`config.mk`:
```
export PLATFORM = sky130hd
export DESIGN_NAME = rtc_calendar_tick_flat
export DESIGN_NICKNAME = d
export VERILOG_FILES = /design/src/design/rtc_pkg.sv /design/src/design/rtc_if.sv /design/src/design/rtc_weekday.sv /design/src/design/rtc_update.sv /design/src/design/rtc_calendar_tick.sv /design/src/flat_wrapper.sv
export SDC_FILE = /design/constraint.sdc
export NUM_CORES = 1
export LEC_CHECK = 0
export ABC_AREA = 1
export ABC_CLOCK_PERIOD_IN_PS = 15250
export BUFFER_PORTS_ARGS = -buffer_cell sky130_fd_sc_hd__buf_4
export CAP_MARGIN = 5
export CORE_ASPECT_RATIO = 0.75
export CORE_MARGIN = 5
export CORE_UTILIZATION = 40
export CTS_CLUSTER_DIAMETER = 30
export DETAILED_ROUTE_END_ITERATION = 16
export GPL_TIMING_DRIVEN = 0
export PLACE_DENSITY_LB_ADDON = 0.08
export SYNTH_ARGS = -nofsm -noshare
export SYNTH_HDL_FRONTEND = slang
export SYNTH_SLANG_ARGS = --single-unit
export TNS_END_PERCENT = 5
```
`constraint.sdc`:
```
create_clock -name clk -period 15.25 [get_ports clk]
set_clock_uncertainty 0.1 [all_clocks]
set_input_delay 3.8125 -clock clk [delete_from_list [all_inputs] [get_ports clk]]
set_output_delay 3.8125 -clock clk [all_outputs]
set_load 0.1 [all_outputs]
```
`src/design/rtc_pkg.sv`:
```
// Shared types, constants and calendar helper functions for the calendar clock.
`timescale 1ns / 1ps
`default_nettype none
package rtc_pkg;

  // Field limits
  localparam logic [6:0] YEAR_MAX   = 7'd99;
  localparam logic [3:0] MONTH_MAX  = 4'd12;
  localparam logic [4:0] HOUR_MAX   = 5'd23;
  localparam logic [5:0] MINSEC_MAX = 6'd59;

  // Year table entry: leap flag in bit 3, weekday of 1 January in bits 2..0
  localparam logic [3:0] LEAP_FLAG = 4'h8;
  localparam logic [3:0] DOW_MASK  = 4'h7;

  // Item modes
  localparam logic MODE_TICK  = 1'b0;
  localparam logic MODE_WRITE = 1'b1;

  // Weekday after reset (Saturday)
  localparam logic [2:0] WEEKDAY_RESET = 3'd6;

  localparam logic [3:0] YEAR_HEAD [100] = '{
    4'he, 4'h1, 4'h2, 4'h3, 4'hc, 4'h6, 4'h0, 4'h1, 4'ha, 4'h4,
    4'h5, 4'h6, 4'h8, 4'h2, 4'h3, 4'h4, 4'hd, 4'h0, 4'h1, 4'h2,
    4'hb, 4'h5, 4'h6, 4'h0, 4'h9, 4'h3, 4'h4, 4'h5, 4'he, 4'h1,
    4'h2, 4'h3, 4'hc, 4'h6, 4'h0, 4'h1, 4'ha, 4'h4, 4'h5, 4'h6,
    4'h8, 4'h2, 4'h3, 4'h4, 4'hd, 4'h0, 4'h1, 4'h2, 4'hb, 4'h5,
    4'h6, 4'h0, 4'h9, 4'h3, 4'h4, 4'h5, 4'he, 4'h1, 4'h2, 4'h3,
    4'hc, 4'h6, 4'h0, 4'h1, 4'ha, 4'h4, 4'h5, 4'h6, 4'h8, 4'h2,
    4'h3, 4'h4, 4'hd, 4'h0, 4'h1, 4'h2, 4'hb, 4'h5, 4'h6, 4'h0,
    4'h9, 4'h3, 4'h4, 4'h5, 4'he, 4'h1, 4'h2, 4'h3, 4'hc, 4'h6,
    4'h0, 4'h1, 4'ha, 4'h4, 4'h5, 4'h6, 4'h8, 4'h2, 4'h3, 4'h4
  };

  // Calendar state
  typedef struct packed {
    logic [6:0] year;
    logic [3:0] month;
    logic [4:0] day;
    logic [4:0] hour;
    logic [5:0] minute;
    logic [5:0] second;
    logic [2:0] weekday;
  } rtc_time_t;

  // One registered input item
  typedef struct packed {
    logic       mode;
    logic [6:0] year;
    logic [3:0] month;
    logic [4:0] day;
    logic [4:0] hour;
    logic [5:0] minute;
    logic [5:0] second;
  } rtc_cmd_t;

  // Event flags of one result
  typedef struct packed {
    logic minute_ev;
    logic day_ev;
  } rtc_events_t;

  // Length of a month; year 0..99, month 1..12
  function automatic logic [4:0] month_days(input logic [6:0] year, input logic [3:0] month);
    logic [4:0] len;
    case (month)
      4'd2:    len = (year[1:0] == 2'd0) ? 5'd29 : 5'd28;
      4'd4,
      4'd6,
      4'd9,
      4'd11:   len = 5'd30;
      default: len = 5'd31;
    endcase
    return len;
  endfunction

  // Days before the first of the month, reduced modulo 7 (common year)
  function automatic logic [2:0] days_before_mod7(input logic [3:0] month);
    logic [2:0] r;
    case (month)
      4'd1:    r = 3'd0;
      4'd2:    r = 3'd3;
      4'd3:    r = 3'd3;
      4'd4:    r = 3'd6;
      4'd5:    r = 3'd1;
      4'd6:    r = 3'd4;
      4'd7:    r = 3'd6;
      4'd8:    r = 3'd2;
      4'd9:    r = 3'd5;
      4'd10:   r = 3'd0;
      4'd11:   r = 3'd3;
      4'd12:   r = 3'd5;
      default: r = 3'd0;
    endcase
    return r;
  endfunction

  // x mod 7 for x below 64: quotient by reciprocal 37/256, exact in this range
  function automatic logic [2:0] mod7_6b(input logic [5:0] x);
    logic [11:0] prod;
    logic [3:0]  q;
    logic [6:0]  qx7;
    logic [6:0]  r;
    prod = 12'(x) * 12'd37;
    q    = prod[11:8];
    qx7  = 7'(q) * 7'd7;
    r    = 7'(x) - qx7;
    return r[2:0];
  endfunction

endpackage
`default_nettype wire

```
`src/design/rtc_if.sv`:
```
// Valid/ready channel interfaces for calendar commands and calendar results.
`timescale 1ns / 1ps
`default_nettype none
interface rtc_in_if;
  logic       valid;
  logic       ready;
  logic       mode;
  logic [6:0] set_year;
  logic [3:0] set_month;
  logic [4:0] set_day;
  logic [4:0] set_hour;
  logic [5:0] set_minute;
  logic [5:0] set_second;

  modport source (
    output valid, mode, set_year, set_month, set_day, set_hour, set_minute, set_second,
    input  ready
  );
  modport sink (
    input  valid, mode, set_year, set_month, set_day, set_hour, set_minute, set_second,
    output ready
  );
endinterface

interface rtc_out_if;
  logic       valid;
  logic       ready;
  logic [6:0] cur_year;
  logic [3:0] cur_month;
  logic [4:0] cur_day;
  logic [4:0] cur_hour;
  logic [5:0] cur_minute;
  logic [5:0] cur_second;
  logic [2:0] weekday;
  logic       minute_event;
  logic       day_event;

  modport source (
    output valid, cur_year, cur_month, cur_day, cur_hour, cur_minute, cur_second,
           weekday, minute_event, day_event,
    input  ready
  );
  modport sink (
    input  valid, cur_year, cur_month, cur_day, cur_hour, cur_minute, cur_second,
           weekday, minute_event, day_event,
    output ready
  );
endinterface
`default_nettype wire

```
`src/design/rtc_weekday.sv`:
```
// Day-of-week lookup from year table, month offset and day of month.
`timescale 1ns / 1ps
`default_nettype none
module rtc_weekday
  import rtc_pkg::*;
(
  input  wire logic [6:0] year,
  input  wire logic [3:0] month,
  input  wire logic [4:0] day,
  output logic      [2:0] weekday
);

  logic [3:0] head;
  logic       leap_adj;
  logic [5:0] sum;

  // Sum of reduced month offset, leap correction, day and Jan 1 weekday, minus one
  always_comb begin
    head     = YEAR_HEAD[year];
    leap_adj = ((head & LEAP_FLAG) != 4'h0) && (month > 4'd2);
    sum      = 6'(days_before_mod7(month)) + 6'(leap_adj) + 6'(day)
             + 6'(head & DOW_MASK) - 6'd1;
    weekday  = mod7_6b(sum);
  end

endmodule
`default_nettype wire

```
`src/design/rtc_update.sv`:
```
// Next calendar state for one item: clamped write or one-second carry chain.
`timescale 1ns / 1ps
`default_nettype none
module rtc_update
  import rtc_pkg::*;
(
  input  wire rtc_time_t   cur,
  input  wire rtc_cmd_t    cmd,
  output rtc_time_t        nxt,
  output rtc_events_t      events
);

  rtc_time_t  wr;
  rtc_time_t  tk;
  logic [3:0] wr_month_lo;
  logic [4:0] wr_lim;
  logic       sec_wrap;
  logic       min_wrap;
  logic       hour_wrap;
  logic       day_wrap;
  logic       month_wrap;
  logic [6:0] wd_year;
  logic [3:0] wd_month;
  logic [4:0] wd_day;
  logic [2:0] wd;

  // Write path: saturate every field of the command into its range
  always_comb begin
    wr         = cur;
    wr.year    = (cmd.year > YEAR_MAX) ? YEAR_MAX : cmd.year;
    wr_month_lo = (cmd.month == 4'd0) ? 4'd1 : cmd.month;
    wr.month   = (wr_month_lo > MONTH_MAX) ? MONTH_MAX : wr_month_lo;
    wr_lim     = month_days(wr.year, wr.month);
    if (cmd.day == 5'd0) begin
      wr.day = 5'd1;
    end else if (cmd.day > wr_lim) begin
      wr.day = wr_lim;
    end else begin
      wr.day = cmd.day;
    end
    wr.hour    = (cmd.hour > HOUR_MAX) ? HOUR_MAX : cmd.hour;
    wr.minute  = (cmd.minute > MINSEC_MAX) ? MINSEC_MAX : cmd.minute;
    wr.second  = (cmd.second > MINSEC_MAX) ? MINSEC_MAX : cmd.second;
  end

  // Tick path: carry chain seconds through years
  always_comb begin
    tk         = cur;
    sec_wrap   = (cur.second == MINSEC_MAX);
    min_wrap   = sec_wrap && (cur.minute == MINSEC_MAX);
    hour_wrap  = min_wrap && (cur.hour == HOUR_MAX);
    day_wrap   = hour_wrap && (cur.day == month_days(cur.year, cur.month));
    month_wrap = day_wrap && (cur.month == MONTH_MAX);

    tk.second = sec_wrap ? 6'd0 : cur.second + 6'd1;
    if (sec_wrap) begin
      tk.minute = (cur.minute == MINSEC_MAX) ? 6'd0 : cur.minute + 6'd1;
    end
    if (min_wrap) begin
      tk.hour = (cur.hour == HOUR_MAX) ? 5'd0 : cur.hour + 5'd1;
    end
    if (hour_wrap) begin
      tk.day = day_wrap ? 5'd1 : cur.day + 5'd1;
    end
    if (day_wrap) begin
      tk.month = month_wrap ? 4'd1 : cur.month + 4'd1;
    end
    if (month_wrap) begin
      tk.year = (cur.year == YEAR_MAX) ? 7'd0 : cur.year + 7'd1;
    end
  end

  // One weekday lookup shared by both paths
  assign wd_year  = (cmd.mode == MODE_WRITE) ? wr.year  : tk.year;
  assign wd_month = (cmd.mode == MODE_WRITE) ? wr.month : tk.month;
  assign wd_day   = (cmd.mode == MODE_WRITE) ? wr.day   : tk.day;

  rtc_weekday u_weekday (
    .year    (wd_year),
    .month   (wd_month),
    .day     (wd_day),
    .weekday (wd)
  );

  // Select the path; weekday changes only on a write or a new day
  always_comb begin
    if (cmd.mode == MODE_WRITE) begin
      nxt              = wr;
      nxt.weekday      = wd;
      events.minute_ev = 1'b0;
      events.day_ev    = 1'b0;
    end else begin
      nxt              = tk;
      nxt.weekday      = hour_wrap ? wd : cur.weekday;
      events.minute_ev = sec_wrap;
      events.day_ev    = hour_wrap;
    end
  end

endmodule
`default_nettype wire

```
`src/design/rtc_calendar_tick.sv`:
```
// Calendar clock top level: input register, update logic, state and result register.
// Path of an item: input register, then result register; the result register is
// loaded in the same cycle as the calendar state, when stage 1 advances.
// Throughput: one item per cycle while rsp.ready is high; the calendar update is a
// single pass of logic between the input register and the state and result registers.
// The input register accepts a new item while a finished result still waits.
// Reset (rst, synchronous): 1 January of year 0, 00:00:00, Saturday; both stages empty.
`timescale 1ns / 1ps
`default_nettype none
module rtc_calendar_tick
  import rtc_pkg::*;
(
  input  wire logic clk,
  input  wire logic rst,
  rtc_in_if.sink    req,
  rtc_out_if.source rsp
);

  logic        s1_valid;
  rtc_cmd_t    s1_cmd;
  rtc_time_t   cal;
  rtc_time_t   cal_next;
  rtc_events_t ev_next;
  logic        out_valid;
  rtc_time_t   out_time;
  rtc_events_t out_ev;
  logic        advance;

  // Stage 1 moves on when the result register is free or being emptied
  assign advance   = s1_valid && (!out_valid || rsp.ready);
  assign req.ready = !s1_valid || advance;

  rtc_update u_update (
    .cur    (cal),
    .cmd    (s1_cmd),
    .nxt    (cal_next),
    .events (ev_next)
  );

  // Control state and calendar
  always_ff @(posedge clk) begin
    if (rst) begin
      s1_valid    <= 1'b0;
      out_valid   <= 1'b0;
      cal.year    <= 7'd0;
      cal.month   <= 4'd1;
      cal.day     <= 5'd1;
      cal.hour    <= 5'd0;
      cal.minute  <= 6'd0;
      cal.second  <= 6'd0;
      cal.weekday <= WEEKDAY_RESET;
    end else begin
      if (req.valid && req.ready) begin
        s1_valid <= 1'b1;
      end else if (advance) begin
        s1_valid <= 1'b0;
      end
      if (advance) begin
        cal       <= cal_next;
        out_valid <= 1'b1;
      end else if (out_valid && rsp.ready) begin
        out_valid <= 1'b0;
      end
    end
  end

  // Payload registers
  always_ff @(posedge clk) begin
    if (req.valid && req.ready) begin
      s1_cmd.mode   <= req.mode;
      s1_cmd.year   <= req.set_year;
      s1_cmd.month  <= req.set_month;
      s1_cmd.day    <= req.set_day;
      s1_cmd.hour   <= req.set_hour;
      s1_cmd.minute <= req.set_minute;
      s1_cmd.second <= req.set_second;
    end
    if (advance) begin
      out_time <= cal_next;
      out_ev   <= ev_next;
    end
  end

  // Result channel
  assign rsp.valid        = out_valid;
  assign rsp.cur_year     = out_time.year;
  assign rsp.cur_month    = out_time.month;
  assign rsp.cur_day      = out_time.day;
  assign rsp.cur_hour     = out_time.hour;
  assign rsp.cur_minute   = out_time.minute;
  assign rsp.cur_second   = out_time.second;
  assign rsp.weekday      = out_time.weekday;
  assign rsp.minute_event = out_ev.minute_ev;
  assign rsp.day_event    = out_ev.day_ev;

endmodule
`default_nettype wire
```
`src/flat_wrapper.sv`:
```
// flat-port wrapper written by rule: the top's interface ports become plain ports
module rtc_calendar_tick_flat import rtc_pkg::*;
  (clk, rst, req_valid, req_mode, req_set_year, req_set_month, req_set_day, req_set_hour, req_set_minute, req_set_second, req_ready, rsp_valid, rsp_cur_year, rsp_cur_month, rsp_cur_day, rsp_cur_hour, rsp_cur_minute, rsp_cur_second, rsp_weekday, rsp_minute_event, rsp_day_event, rsp_ready);
  rtc_in_if req_i ();
  rtc_out_if rsp_i ();
  input  wire logic clk;
  input  wire logic rst;
  input wire logic [$bits(req_i.valid)-1:0] req_valid;
  input wire logic [$bits(req_i.mode)-1:0] req_mode;
  input wire logic [$bits(req_i.set_year)-1:0] req_set_year;
  input wire logic [$bits(req_i.set_month)-1:0] req_set_month;
  input wire logic [$bits(req_i.set_day)-1:0] req_set_day;
  input wire logic [$bits(req_i.set_hour)-1:0] req_set_hour;
  input wire logic [$bits(req_i.set_minute)-1:0] req_set_minute;
  input wire logic [$bits(req_i.set_second)-1:0] req_set_second;
  output wire logic [$bits(req_i.ready)-1:0] req_ready;
  output wire logic [$bits(rsp_i.valid)-1:0] rsp_valid;
  output wire logic [$bits(rsp_i.cur_year)-1:0] rsp_cur_year;
  output wire logic [$bits(rsp_i.cur_month)-1:0] rsp_cur_month;
  output wire logic [$bits(rsp_i.cur_day)-1:0] rsp_cur_day;
  output wire logic [$bits(rsp_i.cur_hour)-1:0] rsp_cur_hour;
  output wire logic [$bits(rsp_i.cur_minute)-1:0] rsp_cur_minute;
  output wire logic [$bits(rsp_i.cur_second)-1:0] rsp_cur_second;
  output wire logic [$bits(rsp_i.weekday)-1:0] rsp_weekday;
  output wire logic [$bits(rsp_i.minute_event)-1:0] rsp_minute_event;
  output wire logic [$bits(rsp_i.day_event)-1:0] rsp_day_event;
  input wire logic [$bits(rsp_i.ready)-1:0] rsp_ready;
  assign req_i.valid = req_valid;
  assign req_i.mode = req_mode;
  assign req_i.set_year = req_set_year;
  assign req_i.set_month = req_set_month;
  assign req_i.set_day = req_set_day;
  assign req_i.set_hour = req_set_hour;
  assign req_i.set_minute = req_set_minute;
  assign req_i.set_second = req_set_second;
  assign req_ready = req_i.ready;
  assign rsp_valid = rsp_i.valid;
  assign rsp_cur_year = rsp_i.cur_year;
  assign rsp_cur_month = rsp_i.cur_month;
  assign rsp_cur_day = rsp_i.cur_day;
  assign rsp_cur_hour = rsp_i.cur_hour;
  assign rsp_cur_minute = rsp_i.cur_minute;
  assign rsp_cur_second = rsp_i.cur_second;
  assign rsp_weekday = rsp_i.weekday;
  assign rsp_minute_event = rsp_i.minute_event;
  assign rsp_day_event = rsp_i.day_event;
  assign rsp_i.ready = rsp_ready;
  rtc_calendar_tick u_core (.clk(clk), .rst(rst), .req(req_i), .rsp(rsp_i));
endmodule
```
==> results by group <==
Outcome
  – Status: finished, final reports clean

Final layout
  – Fillers: 1,515
  – Finished Layout Cells: 1,094
  – Fin util: 48.54%
  – Most common cell after layout, fill and taps aside: nand2_1
  – Area Growth Syn to Fin: 17.78%
  – Most frequent cells in the layout: nand2_1, inv_1, nand3_1
  – Antenna Cells: 0
  – Layout Nets: 973
  – Layout cell share with drive strength beyond 1: 14.93%

Synth
  – Post-synth EDFFs: 72
  – Post-Syn Nets: 883
  – Cell variety after synth: 44
  – Warnings, synthesis: 0
  – Mapped Area: 0.006663 mm²
  – #FFs+latches synth: 110
  – Async set-or-reset flop fraction in the synthesized netlist: 0%
  – Post-synthesis sequential area ratio: 43.87%
  – Synth Instances: 789
  – Top FF cell, synth: edfxtp_1
  – Syn_area_per_cell: 8.444 µm²

Clock network
  – Clock buffer depth: 2
  – Post-CTS Setup Bufs: 0
  – Total CTS buffers: 9
  – H-tree depth: 3
  – Worst-Skew Late Latency: 370 ps
  – Clock Pin Slew Worst Setup and Hold Paths: 90 ps
  – Root Buffer: clkbuf_16
  – CTS tree: built
  – CTS resizes: 0
  – CTS Hold Bufs: 0
  – # clock sinks: 110

Floorplan
  – Initial core utilization: 41.22%
  – Die area: 0.01936 mm²
  – Die span in x: 159.0 µm
  – Top-Level Pins: 78
  – Die Ht: 121.8 µm
  – Core footprint: 0.01617 mm²
  – Std-Cell Rows: 40

STA
  – Slew Limit Fails: 0
  – Final min period: 9207 ps
  – RSZ-0062 raised after global routing: false
  – Max Fclk: 0.1086 GHz
  – Slew HR: 53.30%
  – Final Hold Viols: 0
  – Worst-Margin Slew: 700.5 ps
  – Setup TNS Final: 0 ps
  – Tcrit/Tclk final: 60.37%
  – Final worst slack: 6043 ps
  – # setup viols final: 0

Worst setup path
  – CP required: 15,250 ps
  – Crit path max fanout: 6
  – R2r endpoint: u_core.rsp.weekday[2]
  – R2R Setup Slk: 6040 ps
  – Slowest-stage cell, CP: fa_1
  – Reg2Reg Depth: 47
  – Crit Path Class: reg2reg
  – Reg2reg start: u_core.cal[25]
  – Critical Path Most Common Cell: ha_1
  – Type of origin of the critical path: register
  – CP Data Arrival Time: 9210 ps
  – CP Capture Type: register
  – Delay of the slowest cell on the worst path: 470 ps

Routing
  – Number of vias in the routed layout: 5,636
  – Via-to-Cell Ratio: 5.152
  – 1st-iter DRT viols: 495
  – # DRC: 0
  – Post-Route WL: 17,030 µm
  – Post-DRT Antenna Nets: 0
  – Detailed Routing Iterations Pass 1: 5
  – Post-DR wirelength/cell: 15.57 µm

Pwr
  – Switching Fraction: 45.04%
  – NetSw: 0.8635 mW
  – LEAKAGE: 3.568 nW
  – Logic gate share of total power: 67.5%
  – Power per cell area: 244.3 mW/mm²
  – Peak VDD IR: 0.0003662 V
  – Flop pwr share: 20.3%
  – Internal Power: 1.054 mW
  – Clk network pwr share: 12.2%
  – Total power: 1.917 mW

Min path
  – Worst Hold End: u_core.cal[2]
  – Type of the worst min-delay path: reg2reg
  – Hold wc startpoint: u_core.cal[2]
  – Min-Delay Path Depth: 2

Global route
  – Global-route wire length before repair: 28,010 µm
  – Initial antenna violation count: 0
  – Number of global-route vias before repair: 5,439
  – GRT Overall Usage: 17.94%
  – Grt ovf: 0
  – Largest net degree at the start of global routing: 35

Place
  – RD Place Congestion: 0.9688
  – Hpwl dp: 13,130 µm
  – Buffers on Ports: 77
  – Dpl ws: 6091 ps
  – Placed Instances: 1,077

Flow run
  – Max cap viols: 0
[worst max path at each step]
stage	start	end	slack [ps]	cells past startpoint
final	u_core.cal[25]	u_core.rsp.weekday[2]	6040	47
after global routing	u_core.cal[3]	u_core.cal[2]	5340	49
after CTS	u_core.cal[3]	u_core.rsp.weekday[2]	6010	47
after detailed placement	u_core.cal[25]	u_core.rsp.weekday[2]	6090	47
after global placement	u_core.cal[25]	u_core.rsp.weekday[2]	6250	47
after floorplan	rsp_ready	req_ready	6720	2
[synth_stat cells (all sizes together), types with 8 or more instances]
cell type / instances / area, µm²
nor2: 49 / 222.7
inv: 121 / 454.2
nand4: 8 / 56.30
ha: 51 / 638.1
nand2: 153 / 596.8
nand3: 89 / 473.0
edfxtp: 72 / 2162
o21ai: 75 / 390.4
o211ai: 10 / 75.07
xor2: 19 / 166.4
clkbuf: 15 / 56.30
dfxtp: 38 / 760.7
a21oi: 48 / 240.2
[cells by family (layout without fill, tap and decap cells)]
kind of cell	Yosys count	after routing	share of synthesized area, %
flops	110	110	43.87
compound gates	143	143	11.77
fa+ha+maj	56	56	11.08
simple gates	311	311	21.39
xor+xnor	26	26	3.418
mux	1	1	0.1690
buf+inv	142	237	8.300
[layout make-up]
class	instances	area, µm²	area share, %
Tap cell	210	262.8	3.348
Clock inverter	7	70.07	0.8929
Buffer	20	96.34	1.228
Sequential cell	110	2923	37.24
Clock buffer	9	225.2	2.870
Multi-Input combinational cell	537	3187	40.61
Timing Repair Buffer	79	625.6	7.972
Inverter	122	457.9	5.835
[metal layers]
metal	part of all wire, %	global-route usage, %
met3	7.9	4.126
met2	42	26.48
met1	49	26.57
met5	0	0
met4	1.3	4.582
[critical path: cells and delay by family (launching register included)]
family / cells / cell delay (ps)
AO/OA/AOI/OAI: 8 / 1290
XOR/XNOR: 7 / 1410
adder cells (fa/ha/maj): 13 / 3920
buffers and inverters: 7 / 540
flip-flops: 1 / 440
AND/OR/NAND/NOR: 12 / 1260
[registers in the layout (all words and copies together) (netlist names)]
register	count
u_core.s1_cmd	34
u_core.rsp.cur_day	5
u_core.rsp.cur_month	4
u_core.cal	36
u_core.rsp.cur_hour	5
u_core.s1_valid	1
u_core.rsp.minute_event	1
u_core.rsp.cur_second	6
u_core.rsp.day_event	1
u_core.rsp.weekday	3
u_core.rsp.valid	1
u_core.rsp.cur_minute	6
u_core.rsp.cur_year	7
[through the flow]
step	cell area, µm²	hold WS (ps)
2_1_floorplan	6663	336.4
3_3_place_gp	7503	349.4
3_5_place_dp	7525	358.8
4_1_cts	7820	378.2
5_1_grt	7848	420.3
6_report	7848	381.1
[power groups by stage]
| stage | clock [mW] | sequential [mW] | combinational [mW] |
|---|---|---|---|
| after global placement | 0 | 0.396 | 1.23 |
| after CTS | 0.242 | 0.389 | 1.31 |
| after floorplan | 0 | 0.461 | 0.980 |
| after detailed placement | 0 | 0.396 | 1.29 |
| after global routing | 0.253 | 0.392 | 1.47 |
| final | 0.235 | 0.389 | 1.29 |
Note: power is estimated with default switching activity, not from simulation.
